<file path="src/hdl/assert_macros.svh">
// ----------------------------------------------------------------------------
// assert_macros.svh
// Assertion shorthands shared by the RTL. Each use names a label, an
// antecedent, a consequent and a message. All are clocked on i_clk and
// disabled while i_rst_n is low.
// ----------------------------------------------------------------------------
`ifndef ASSERT_MACROS_SVH
`define ASSERT_MACROS_SVH

// Consequent must hold in the same cycle as the antecedent
`define ASSERT_SAME(lbl, ante, cons, msg) \
    lbl: assert property (@(posedge i_clk) disable iff (!i_rst_n) \
        (ante) |-> (cons)) else $error(msg);

// Consequent must hold in the cycle after the antecedent
`define ASSERT_NEXT(lbl, ante, cons, msg) \
    lbl: assert property (@(posedge i_clk) disable iff (!i_rst_n) \
        (ante) |=> (cons)) else $error(msg);

`endif

</file>
<file path="src/hdl/md5_pkg.sv">
// ----------------------------------------------------------------------------
// md5_pkg
// Types and constant tables for the MD5 hash engine: sequencer states,
// initial chaining words, per-round additive constants and rotate amounts.
// ----------------------------------------------------------------------------
`default_nettype none

package md5_pkg;

    // Sequencer states, one-hot
    typedef enum logic [4:0] {
        S_IDLE  = 5'b00001,
        S_PAD   = 5'b00010,
        S_ROUND = 5'b00100,
        S_FOLD  = 5'b01000,
        S_OUT   = 5'b10000
    } t_state;

    typedef logic [31:0] t_word;

    // Initial chaining words A, B, C, D
    localparam t_word INIT_A = 32'h67452301;
    localparam t_word INIT_B = 32'hefcdab89;
    localparam t_word INIT_C = 32'h98badcfe;
    localparam t_word INIT_D = 32'h10325476;

    // Padding marker byte and buffer positions
    localparam logic [7:0] PAD_MARK = 8'h80;
    localparam logic [5:0] POS_LAST = 6'd63;
    localparam logic [5:0] POS_LEN  = 6'd56;

    // Round groups
    localparam logic [1:0] GRP_F = 2'd0;
    localparam logic [1:0] GRP_G = 2'd1;
    localparam logic [1:0] GRP_H = 2'd2;

    // Additive constant of round i
    function automatic t_word round_const(input logic [5:0] i);
        t_word k;
        case (i)
            6'd0:  k = 32'hd76aa478;  6'd1:  k = 32'he8c7b756;
            6'd2:  k = 32'h242070db;  6'd3:  k = 32'hc1bdceee;
            6'd4:  k = 32'hf57c0faf;  6'd5:  k = 32'h4787c62a;
            6'd6:  k = 32'ha8304613;  6'd7:  k = 32'hfd469501;
            6'd8:  k = 32'h698098d8;  6'd9:  k = 32'h8b44f7af;
            6'd10: k = 32'hffff5bb1;  6'd11: k = 32'h895cd7be;
            6'd12: k = 32'h6b901122;  6'd13: k = 32'hfd987193;
            6'd14: k = 32'ha679438e;  6'd15: k = 32'h49b40821;
            6'd16: k = 32'hf61e2562;  6'd17: k = 32'hc040b340;
            6'd18: k = 32'h265e5a51;  6'd19: k = 32'he9b6c7aa;
            6'd20: k = 32'hd62f105d;  6'd21: k = 32'h02441453;
            6'd22: k = 32'hd8a1e681;  6'd23: k = 32'he7d3fbc8;
            6'd24: k = 32'h21e1cde6;  6'd25: k = 32'hc33707d6;
            6'd26: k = 32'hf4d50d87;  6'd27: k = 32'h455a14ed;
            6'd28: k = 32'ha9e3e905;  6'd29: k = 32'hfcefa3f8;
            6'd30: k = 32'h676f02d9;  6'd31: k = 32'h8d2a4c8a;
            6'd32: k = 32'hfffa3942;  6'd33: k = 32'h8771f681;
            6'd34: k = 32'h6d9d6122;  6'd35: k = 32'hfde5380c;
            6'd36: k = 32'ha4beea44;  6'd37: k = 32'h4bdecfa9;
            6'd38: k = 32'hf6bb4b60;  6'd39: k = 32'hbebfbc70;
            6'd40: k = 32'h289b7ec6;  6'd41: k = 32'heaa127fa;
            6'd42: k = 32'hd4ef3085;  6'd43: k = 32'h04881d05;
            6'd44: k = 32'hd9d4d039;  6'd45: k = 32'he6db99e5;
            6'd46: k = 32'h1fa27cf8;  6'd47: k = 32'hc4ac5665;
            6'd48: k = 32'hf4292244;  6'd49: k = 32'h432aff97;
            6'd50: k = 32'hab9423a7;  6'd51: k = 32'hfc93a039;
            6'd52: k = 32'h655b59c3;  6'd53: k = 32'h8f0ccc92;
            6'd54: k = 32'hffeff47d;  6'd55: k = 32'h85845dd1;
            6'd56: k = 32'h6fa87e4f;  6'd57: k = 32'hfe2ce6e0;
            6'd58: k = 32'ha3014314;  6'd59: k = 32'h4e0811a1;
            6'd60: k = 32'hf7537e82;  6'd61: k = 32'hbd3af235;
            6'd62: k = 32'h2ad7d2bb;  6'd63: k = 32'heb86d391;
            default: k = 32'h0;
        endcase
        return k;
    endfunction

    // Left-rotate amount by round group and round index within a quad
    function automatic logic [4:0] rot_amount(input logic [1:0] grp,
                                              input logic [1:0] sub);
        logic [4:0] s;
        case ({grp, sub})
            4'h0: s = 5'd7;   4'h1: s = 5'd12;  4'h2: s = 5'd17;  4'h3: s = 5'd22;
            4'h4: s = 5'd5;   4'h5: s = 5'd9;   4'h6: s = 5'd14;  4'h7: s = 5'd20;
            4'h8: s = 5'd4;   4'h9: s = 5'd11;  4'ha: s = 5'd16;  4'hb: s = 5'd23;
            4'hc: s = 5'd6;   4'hd: s = 5'd10;  4'he: s = 5'd15;  4'hf: s = 5'd21;
            default: s = 5'd0;
        endcase
        return s;
    endfunction

    // 32-bit left rotate
    function automatic t_word rotl(input t_word x, input logic [4:0] s);
        logic [63:0] dbl;
        dbl = {x, x} << s;
        return dbl[63:32];
    endfunction

endpackage

`default_nettype wire

</file>
<file path="src/hdl/md5_hash_engine.sv">
// ----------------------------------------------------------------------------
// md5_hash_engine
// MD5 digest of a byte stream, one shared round unit under a small sequencer.
// ----------------------------------------------------------------------------
// Usage:
//  Input stream (s_axis): one item per message byte (tuser = 0, byte in
//  tdata) or a finish item (tuser = 1, tdata ignored).
//  Output stream (m_axis): after a finish, four digest words A, B, C, D,
//  digest bytes low byte first in each word; tlast marks word D.
//  Flow: a data byte is written into the block buffer when accepted. The
//  64th byte of a block starts compression: 64 rounds through the single
//  round unit, then a fold of the working words into the chaining words.
//  A finish at block position p writes the padding one byte per cycle,
//  compresses, and when p >= 56 pads and compresses a second block; the
//  four words then follow one per accepted cycle. The input is not ready
//  while a block is compressed, padding is written or the digest is out.
//  A stalled receiver holds the current word.
//  Reset (synchronous, active low) restores the initial chaining words and
//  clears the byte count; the block buffer is not cleared.
// ----------------------------------------------------------------------------
`default_nettype none
`include "assert_macros.svh"

module md5_hash_engine (
    input  wire logic        i_clk,
    input  wire logic        i_rst_n,
    // input item stream
    input  wire logic        i_s_axis_tvalid,
    output logic             o_s_axis_tready,
    input  wire logic [7:0]  i_s_axis_tdata,   // [7:0] data_byte
    input  wire logic        i_s_axis_tuser,   // [0] req_type (1 = finish)
    // digest stream
    output logic             o_m_axis_tvalid,
    input  wire logic        i_m_axis_tready,
    output logic [31:0]      o_m_axis_tdata,   // [31:0] digest_word
    output logic             o_m_axis_tlast    // last_word
);

    import md5_pkg::*;

    // ------------------------------------------------------------------
    // Registers
    // ------------------------------------------------------------------
    t_state       r_state, n_state;
    logic [63:0]  r_count, n_count;      // message byte count
    logic [63:0]  r_len,   n_len;        // bit length latched at finish
    logic [5:0]   r_wpos,  n_wpos;       // padding write position
    logic         r_extra, n_extra;      // length spills into a second block
    logic         r_final, n_final;      // finish in progress
    logic [5:0]   r_rnd,   n_rnd;        // round index
    logic [1:0]   r_oidx,  n_oidx;       // digest word index
    t_word        r_a, r_b, r_c, r_d;
    t_word        n_a, n_b, n_c, n_d;
    t_word        r_chain [4];
    t_word        n_chain [4];
    t_word        r_buf [16];            // block buffer, 16 little-endian words

    // Buffer write port
    logic         w_we;
    logic [5:0]   w_addr;
    logic [7:0]   w_byte;

    // Round unit
    logic [1:0]   w_grp;
    logic [3:0]   w_i4;
    logic [3:0]   w_g;
    t_word        w_f;
    t_word        w_sum;
    t_word        w_t;

    logic         w_s_acc;
    logic         w_m_acc;

    assign w_s_acc = i_s_axis_tvalid & o_s_axis_tready;
    assign w_m_acc = o_m_axis_tvalid & i_m_axis_tready;

    assign o_s_axis_tready = (r_state == S_IDLE);
    assign o_m_axis_tvalid = (r_state == S_OUT);
    assign o_m_axis_tdata  = r_chain[r_oidx];
    assign o_m_axis_tlast  = (r_oidx == 2'd3);

    // ------------------------------------------------------------------
    // Round unit: f, message index g, one MD5 step
    // ------------------------------------------------------------------
    assign w_grp = r_rnd[5:4];
    assign w_i4  = r_rnd[3:0];

    always_comb begin
        case (w_grp)
            GRP_F: begin
                w_f = (r_b & r_c) | (~r_b & r_d);
                w_g = w_i4;
            end
            GRP_G: begin
                w_f = (r_b & r_d) | (r_c & ~r_d);
                w_g = 4'(w_i4 * 4'd5 + 4'd1);
            end
            GRP_H: begin
                w_f = r_b ^ r_c ^ r_d;
                w_g = 4'(w_i4 * 4'd3 + 4'd5);
            end
            default: begin
                w_f = r_c ^ (r_b | ~r_d);
                w_g = 4'(w_i4 * 4'd7);
            end
        endcase
    end

    assign w_sum = r_a + w_f + r_buf[w_g] + round_const(r_rnd);
    assign w_t   = r_b + rotl(w_sum, rot_amount(w_grp, r_rnd[1:0]));

    // ------------------------------------------------------------------
    // Sequencer
    // ------------------------------------------------------------------
    always_comb begin
        n_state = r_state;
        n_count = r_count;
        n_len   = r_len;
        n_wpos  = r_wpos;
        n_extra = r_extra;
        n_final = r_final;
        n_rnd   = r_rnd;
        n_oidx  = r_oidx;
        n_a     = r_a;
        n_b     = r_b;
        n_c     = r_c;
        n_d     = r_d;
        n_chain = r_chain;
        w_we    = 1'b0;
        w_addr  = r_wpos;
        w_byte  = 8'h00;

        case (r_state)
            S_IDLE: begin
                if (w_s_acc) begin
                    w_we   = 1'b1;
                    w_addr = r_count[5:0];
                    if (!i_s_axis_tuser) begin
                        // message byte
                        w_byte  = i_s_axis_tdata;
                        n_count = r_count + 64'd1;
                    end else begin
                        // finish: marker byte, latch bit length
                        w_byte  = PAD_MARK;
                        n_len   = {r_count[60:0], 3'b000};
                        n_final = 1'b1;
                        n_extra = (r_count[5:0] >= POS_LEN);
                        n_wpos  = r_count[5:0] + 6'd1;
                    end
                    if (r_count[5:0] == POS_LAST) begin
                        n_state = S_ROUND;
                        n_rnd   = 6'd0;
                        n_a     = r_chain[0];
                        n_b     = r_chain[1];
                        n_c     = r_chain[2];
                        n_d     = r_chain[3];
                    end else if (i_s_axis_tuser) begin
                        n_state = S_PAD;
                    end
                end
            end
            S_PAD: begin
                // zeros, then the length bytes in the block that carries them
                w_we   = 1'b1;
                w_addr = r_wpos;
                if (r_wpos >= POS_LEN && !r_extra) begin
                    w_byte = r_len[{r_wpos[2:0], 3'b000} +: 8];
                end
                n_wpos = r_wpos + 6'd1;
                if (r_wpos == POS_LAST) begin
                    n_state = S_ROUND;
                    n_rnd   = 6'd0;
                    n_a     = r_chain[0];
                    n_b     = r_chain[1];
                    n_c     = r_chain[2];
                    n_d     = r_chain[3];
                end
            end
            S_ROUND: begin
                n_a   = r_d;
                n_d   = r_c;
                n_c   = r_b;
                n_b   = w_t;
                n_rnd = r_rnd + 6'd1;
                if (r_rnd == POS_LAST) begin
                    n_state = S_FOLD;
                end
            end
            S_FOLD: begin
                n_chain[0] = r_chain[0] + r_a;
                n_chain[1] = r_chain[1] + r_b;
                n_chain[2] = r_chain[2] + r_c;
                n_chain[3] = r_chain[3] + r_d;
                if (!r_final) begin
                    n_state = S_IDLE;
                end else if (r_extra) begin
                    // second padding block
                    n_extra = 1'b0;
                    n_wpos  = 6'd0;
                    n_state = S_PAD;
                end else begin
                    n_oidx  = 2'd0;
                    n_state = S_OUT;
                end
            end
            S_OUT: begin
                if (w_m_acc) begin
                    n_oidx = r_oidx + 2'd1;
                    if (o_m_axis_tlast) begin
                        n_chain[0] = INIT_A;
                        n_chain[1] = INIT_B;
                        n_chain[2] = INIT_C;
                        n_chain[3] = INIT_D;
                        n_count    = 64'd0;
                        n_final    = 1'b0;
                        n_state    = S_IDLE;
                    end
                end
            end
            default: begin
                n_state = S_IDLE;
            end
        endcase
    end

    // Control state
    always_ff @(posedge i_clk) begin
        if (!i_rst_n) begin
            r_state    <= S_IDLE;
            r_count    <= 64'd0;
            r_extra    <= 1'b0;
            r_final    <= 1'b0;
            r_oidx     <= 2'd0;
            r_chain[0] <= INIT_A;
            r_chain[1] <= INIT_B;
            r_chain[2] <= INIT_C;
            r_chain[3] <= INIT_D;
        end else begin
            r_state <= n_state;
            r_count <= n_count;
            r_extra <= n_extra;
            r_final <= n_final;
            r_oidx  <= n_oidx;
            r_chain <= n_chain;
        end
    end

    // Datapath registers
    always_ff @(posedge i_clk) begin
        r_len  <= n_len;
        r_wpos <= n_wpos;
        r_rnd  <= n_rnd;
        r_a    <= n_a;
        r_b    <= n_b;
        r_c    <= n_c;
        r_d    <= n_d;
    end

    // Block buffer byte write
    always_ff @(posedge i_clk) begin
        if (w_we) begin
            r_buf[w_addr[5:2]][{w_addr[1:0], 3'b000} +: 8] <= w_byte;
        end
    end

    // ------------------------------------------------------------------
    // Assertions
    // ------------------------------------------------------------------
    `ASSERT_SAME(a_no_overlap, o_s_axis_tready, !o_m_axis_tvalid, "input ready during digest")
    `ASSERT_NEXT(a_block_full,
        w_s_acc && !i_s_axis_tuser && r_count[5:0] == POS_LAST,
        r_state == S_ROUND, "full block did not start rounds")
    `ASSERT_NEXT(a_round_end, r_state == S_ROUND && r_rnd == POS_LAST,
        r_state == S_FOLD, "rounds did not end in fold")
    `ASSERT_NEXT(a_restart, w_m_acc && o_m_axis_tlast,
        r_state == S_IDLE && r_count == 64'd0 && r_chain[0] == INIT_A,
        "state not restarted after digest")

endmodule

`default_nettype wire

</file>
<file path="config.mk">
export PLATFORM = sky130hd
export DESIGN_NAME = md5_hash_engine
export DESIGN_NICKNAME = d
export VERILOG_FILES = /design/src/hdl/md5_pkg.sv /design/src/hdl/md5_hash_engine.sv
export VERILOG_INCLUDE_DIRS = /design/src /design/src/hdl
export SDC_FILE = /design/constraint.sdc
export NUM_CORES = 2
export LEC_CHECK = 0
export BUFFER_PORTS_ARGS = -buffer_cell sky130_fd_sc_hd__clkbuf_2
export CAP_MARGIN = 20
export CORE_ASPECT_RATIO = 1.25
export CORE_MARGIN = 2
export CORE_UTILIZATION = 40
export DETAILED_ROUTE_END_ITERATION = 8
export PLACE_DENSITY_LB_ADDON = 0.12
export SLEW_MARGIN = 20
export SYNTH_ARGS = -nofsm -noshare
export SYNTH_HDL_FRONTEND = slang
export SYNTH_SLANG_ARGS = --single-unit
</file>
<file path="constraint.sdc">
create_clock -name i_clk -period 26.5 [get_ports i_clk]
set_clock_uncertainty 0.15 [all_clocks]
set_input_delay 5.3 -clock i_clk [delete_from_list [all_inputs] [get_ports i_clk]]
set_output_delay 5.3 -clock i_clk [all_outputs]
set_load 0.02 [all_outputs]
</file>
# == Word-level counts from Yosys, hierarchy flattened ==
# Memories as Yosys holds them, arrays and structs flattened. A register that Yosys moved wholly into a read port is not among the register bits.
# Cells that the tools add are included.
# totals
memories,3
ramBits,512
inputBits,13
output_inout_bits,35
regBits,402
romBits,2128
word_cells,173
# op_classes
n_reduce_logical,17
order_cmp,3
n_eq_ne,23
bitwise,15
muxes,73
multipliers,3
n_shift,4
n_addsub,16
# mem_list
name,depth,width,read_ports,rd_clocked_by_memory_dff,wr,line_no,source
(name not given),64,32,1,1,0,md5_pkg.sv:40,case (i)
r_buf,16,32,1,0,1,md5_hash_engine.sv:56,t_word r_buf [16];
(name not given),16,5,1,1,0,md5_pkg.sv:82,"case ({grp, sub})"
# ops
operator,count
32-bit two-way mux,15
32-bit case mux with 3 select lines,5
32-bit adder,8
128-bit two-way mux,2
64-bit two-way mux,4
128-bit case mux with 2 select lines,1
32-bit AND,4
64-bit case mux with 2 select lines,1
32-bit bitwise OR,3
32-bit bitwise XOR,3
64-bit by 1-bit adder with 64-bit output (second input constant),1
32-bit binary-select mux with 2-bit select,1
32-bit NOT,2
64-bit by 7-bit indexed part select with 8-bit output,1
64-bit by 5-bit left shift with 64-bit output,1
6-bit two-way mux,10
5-bit two-way mux,9
6-bit case mux with 3 select lines,2
8-bit by 7-bit variable shift with 32-bit output (first input constant),1
8-bit by 7-bit indexed part select with 32-bit output,1
5-bit case mux with 5 select lines,1
8-bit two-way mux,3
6-bit by 1-bit adder with 6-bit output (second input constant),3
6-bit equality test (second input constant),3
36 further kinds,69

# == Logic depth before layout (Yosys ltp) ==
# logic_depth
depth_word,10
ltp_mapped,46
mapped_depth_nobuf,43

# == Worst setup path before layout ==
# OpenSTA, ideal clock, no wires.
# synth_timing
path_type,register to register
startpoint,reg r_rnd[5]
endpoint,"reg r_b[30], data pin"
t_required_ns,26.082
path_stages_with_launch,41
setup_time_ns,0.268
t_arrival_ns,10.004
path_slack_ns,16.078
period_less_slack_ns,10.422
path_buffers,3
path_cell_list,edfxtp_1 > buf_4 > xnor2_1 > xnor2_1 > clkbuf_1 > buf_1 > mux4_2 > a211oi_1 > a31oi_1 > fa_1 > inv_1 > fa_1 > inv_1 > ha_1 > fa_1 > a211oi_1 > o21ai_1 > nand3_1 > [5 not listed] > a21bo_2 > mux2i_1 > mux2i_1 > mux2i_1 > ha_1 > fa_1 > a21o_1 > a21oi_1 > o21ai_0 > a41oi_1 > a31oi_1 > o31a_1 > o41a_1 > a41oi_1 > a21oi_1 > a21oi_1 > xor2_1 > o21ai_0
# synth_between
elab_chain_len,8
word_cells_on_any_way,12
classes_between,add/sub (4); eq/ne (2); shift (1); mux (3); reduce/logical (1); memory (1)
# synth_lines
element,line_no,source
from (decl),md5_hash_engine.sv:50,"logic [5:0] r_rnd, n_rnd;"
from (signal assigned),md5_hash_engine.sv:252,r_rnd <= n_rnd;
2-bit equality test (tied with other cells),md5_hash_engine.sv:89,case (w_grp)
32-bit case mux with 3 select lines / 4-bit case mux with 3 select lines (equally long branches),md5_hash_engine.sv:89,
32-bit adder / memory 16 x 32 bit (equally long branches),--,
32-bit adder * (2 in series),md5_hash_engine.sv:109,assign w_sum = r_a + w_f + r_buf[w_g] + round_const(r_rnd);
64-bit by 5-bit left shift with 64-bit output *,md5_pkg.sv:95,"dbl = {x, x} << s;"
32-bit adder *,md5_hash_engine.sv:110,"assign w_t = r_b + rotl(w_sum, rot_amount(w_grp, r_rnd[1:0]));"
32-bit case mux with 3 select lines *,md5_hash_engine.sv:133,case (r_state)
named net n_b[30],md5_hash_engine.sv:53,"t_word n_a, n_b, n_c, n_d;"
to (signal assigned),md5_hash_engine.sv:254,r_b <= n_b;
to (decl),md5_hash_engine.sv:52,"t_word r_a, r_b, r_c, r_d;"
# Mark *: on every way through the listed nets, which the timed path passes. The rest lies on a longest branch.
# A chain may end at the register's enable or synchronous reset.

# == Worst setup path after layout ==
# layout_timing
startpoint,reg r_rnd[4]
endpoint,"reg r_b[30], data pin"
# Same word-level chain as after synthesis.

==> impl_metrics.ini <==
[cells_and_area]
fin_cells = 7163
register_area_um2 = 26100
fillers = 12900
syn_to_final_growth_pct = 10.4
multiInputGateArea_um2 = 27600
antenna_cells = 0
nets = 5531
final_common_cell = nand2_1
drive_gt1_share_pct = 11.7
final_cell_mix = 727 x nand2_1, 713 x edfxtp_1, 364 x o21ai_0, 341 x nor2_1, 273 x a21oi_1

[timing]
tns_ns = 0
slew_violations = 0
whs_ns = 0.313
min_period_ns = 12.61
finalSetupViolCount = 0
hold_viol_final = 0
clock.fmax_ghz = 0.0793
max_slew_margin_pct = 23.7
fin_crit_sh_pct = 47.6
max_slew.worst_pin.slew_ns = 1.14
fin_ws_ns = 13.89
rsz0062_at_grt = no

[die]
die_h_um = 421
initial_utilization_pct = 40.4
die_w_um = 337
die-area_um2 = 142000
core_um2 = 138000
rows = 152
num_io_pins = 48

[clock_tree]
clk_latency_ns = 0.75
cts-hold-fix-buffers = 0
cts-resized-gates = 0
clk_pin_slew_ns = 0.06
htreeDepth = 3
cts_root_buffer = clkbuf_16
clockBufferDepth = 3
postCtsSetupBuffers = 0
cts_tree = done
numCtsBuffers = 103
cts.sinks = 948

[routing]
drt-total-wl_um = 176000
drt_first_pass_iters = 8
routed_via_density = 5.86
wire_per_inst_um = 24.6
vias = 42000
route.antenna.remaining_nets = 0
drt_iter0_drc = 3626
drc = 0

[outcome]
status = completed

[yosys]
synth_mux_area_share_pct = 9.34
synthArstFlopShare_pct = 0
ys_ff_latch = 948
syn_area_um2 = 55500
synth_flop_cell = edfxtp_1
ys_seq_area_share_pct = 47.0
yosysWarnings = 0
synth-edff-count = 713
synthCells = 5277
synth_top_family_by_area = compound AO/OA/AOI/OAI gates
synth_fp_nets = 5579
syn_area_per_cell_um2 = 10.5
synth_xor_area_share_pct = 4.06
synth-simple-area-share_pct = 13.6
yosys.area_share.adder_pct = 7.44
yosysUniqueCellTypes = 98
synth_compound_area_share_pct = 14.9

[grt]
gr-usage-met1_pct = 30.7
grt_use_met2_pct = 43.2
overflow = 0
use_met3_pct = 2.74
antenna_found_initial = 2
grt_pass1_vias = 40600
grt_first_pass_wirelength_um = 263000
grt_use_total_pct = 24.7
grt_max_degree = 89
busiest_layer = met2

[critical_path]
critPathLaunch = r_rnd[4]
crit_type = reg2reg
reg2reg_from = r_rnd[4]
arrival_ns = 12.86
r2r_end = r_b[30]
rr_worst_depth = 41
worstPathMaxFanout = 88
cp-endpoint = r_b[30]
end_kind = flop
cpLargestDelayFamily = compound AO/OA/AOI/OAI gates
path_depth = 41
cp_slowest_stage_delay_ns = 0.74
cp-start-kind = flop
reg2reg_setup_slack_ns = 13.89
path_common_cell = fa_1
cp_num_buf_inv = 5
crit_slowest_cell = buf_4
worstPathRequired_ns = 26.76

[placed_design]
place_ws_ns = 13.90
io_buffer_count = 47
dpl.hpwl_um = 125000
place_inst = 6970
place_congestion = 0.934

[hold_path]
hold_depth = 0
hp-class = reg2reg

[job]
maxCapViolCount = 0
-- worst min-delay path by stage --
stage | startpoint | to | slack (ns)
4_1_cts | r_count[60] | r_len[63] | 0.31
3_5_place_dp | r_count[60] | r_len[63] | 0.30
2_1_floorplan | r_count[2] | r_len[5] | 0.26
3_3_place_gp | r_count[60] | r_len[63] | 0.29
6_report | r_count[60] | r_len[63] | 0.31
5_1_grt | r_count[60] | r_len[63] | 0.33
-- stage by stage --
step	cell area [um2]	util, %
global placement	57800	42.0
CTS	61300	44.5
detailed placement	57800	42.0
global route	61300	44.6
floorplan	55500	-
finish	61300	44.6
-- cell usage after synthesis, types with 64 or more instances --
library cell	n	area, um2
nand2_1	727	2730
edfxtp_1	713	21400
o21ai_0	364	1820
nor2_1	360	1350
a21oi_1	278	1390
dfxtp_1	235	4700
clkbuf_1	234	878
inv_1	233	875
ha_1	220	2750
mux4_2	180	4050
xnor2_1	152	1330
a211oi_1	112	841
nor3_1	109	546
a31oi_1	106	663
xor2_1	97	850
nand3_1	87	435
mux2i_1	80	801
a21o_1	71	533
fa_1	69	1380
nor2b_1	64	400
-- layer usage --
layer | up-vias | wire length [um]
met3 | 293 | 8580
li1 | 19400 | -
met5 | - | 0
met2 | 1364 | 88800
met4 | 0 | 7510
met1 | 20900 | 71100
-- state kept, by name (all words and copies together) (netlist names), named ones only --
| name | flops |
|---|---|
| r_c | 32 |
| r_chain | 128 |
| r_final | 1 |
| r_d | 32 |
| r_buf | 512 |
| r_wpos | 6 |
| r_extra | 1 |
| r_state | 5 |
| r_a | 32 |
| r_count | 61 |
| r_oidx | 2 |
| r_len | 61 |
| r_rnd | 6 |
| r_b | 32 |
-- cells by family (layout without fill, tap and decap cells) --
logic type | count (synthesis) | count (layout)
AND/OR/NAND/NOR | 1659 | 1659
AO/OA/AOI/OAI | 1309 | 1309
flip-flops | 948 | 948
buffers and inverters | 530 | 568
adder cells (fa/ha/maj) | 289 | 289
multiplexers | 289 | 289
XOR/XNOR | 253 | 253
-- layout make-up --
class	instances	share of cell area, %
clock buffer	137	4.58
clock inverter	54	1.03
inverter	236	1.45
multi-input combinational	3799	45.0
sequential	948	42.6
tap	1848	3.77
timing repair buffer	141	1.56
Power is left out: the tool's default activity adds up to more than one toggle a clock period on the data nets, which glitch-free logic cannot reach.
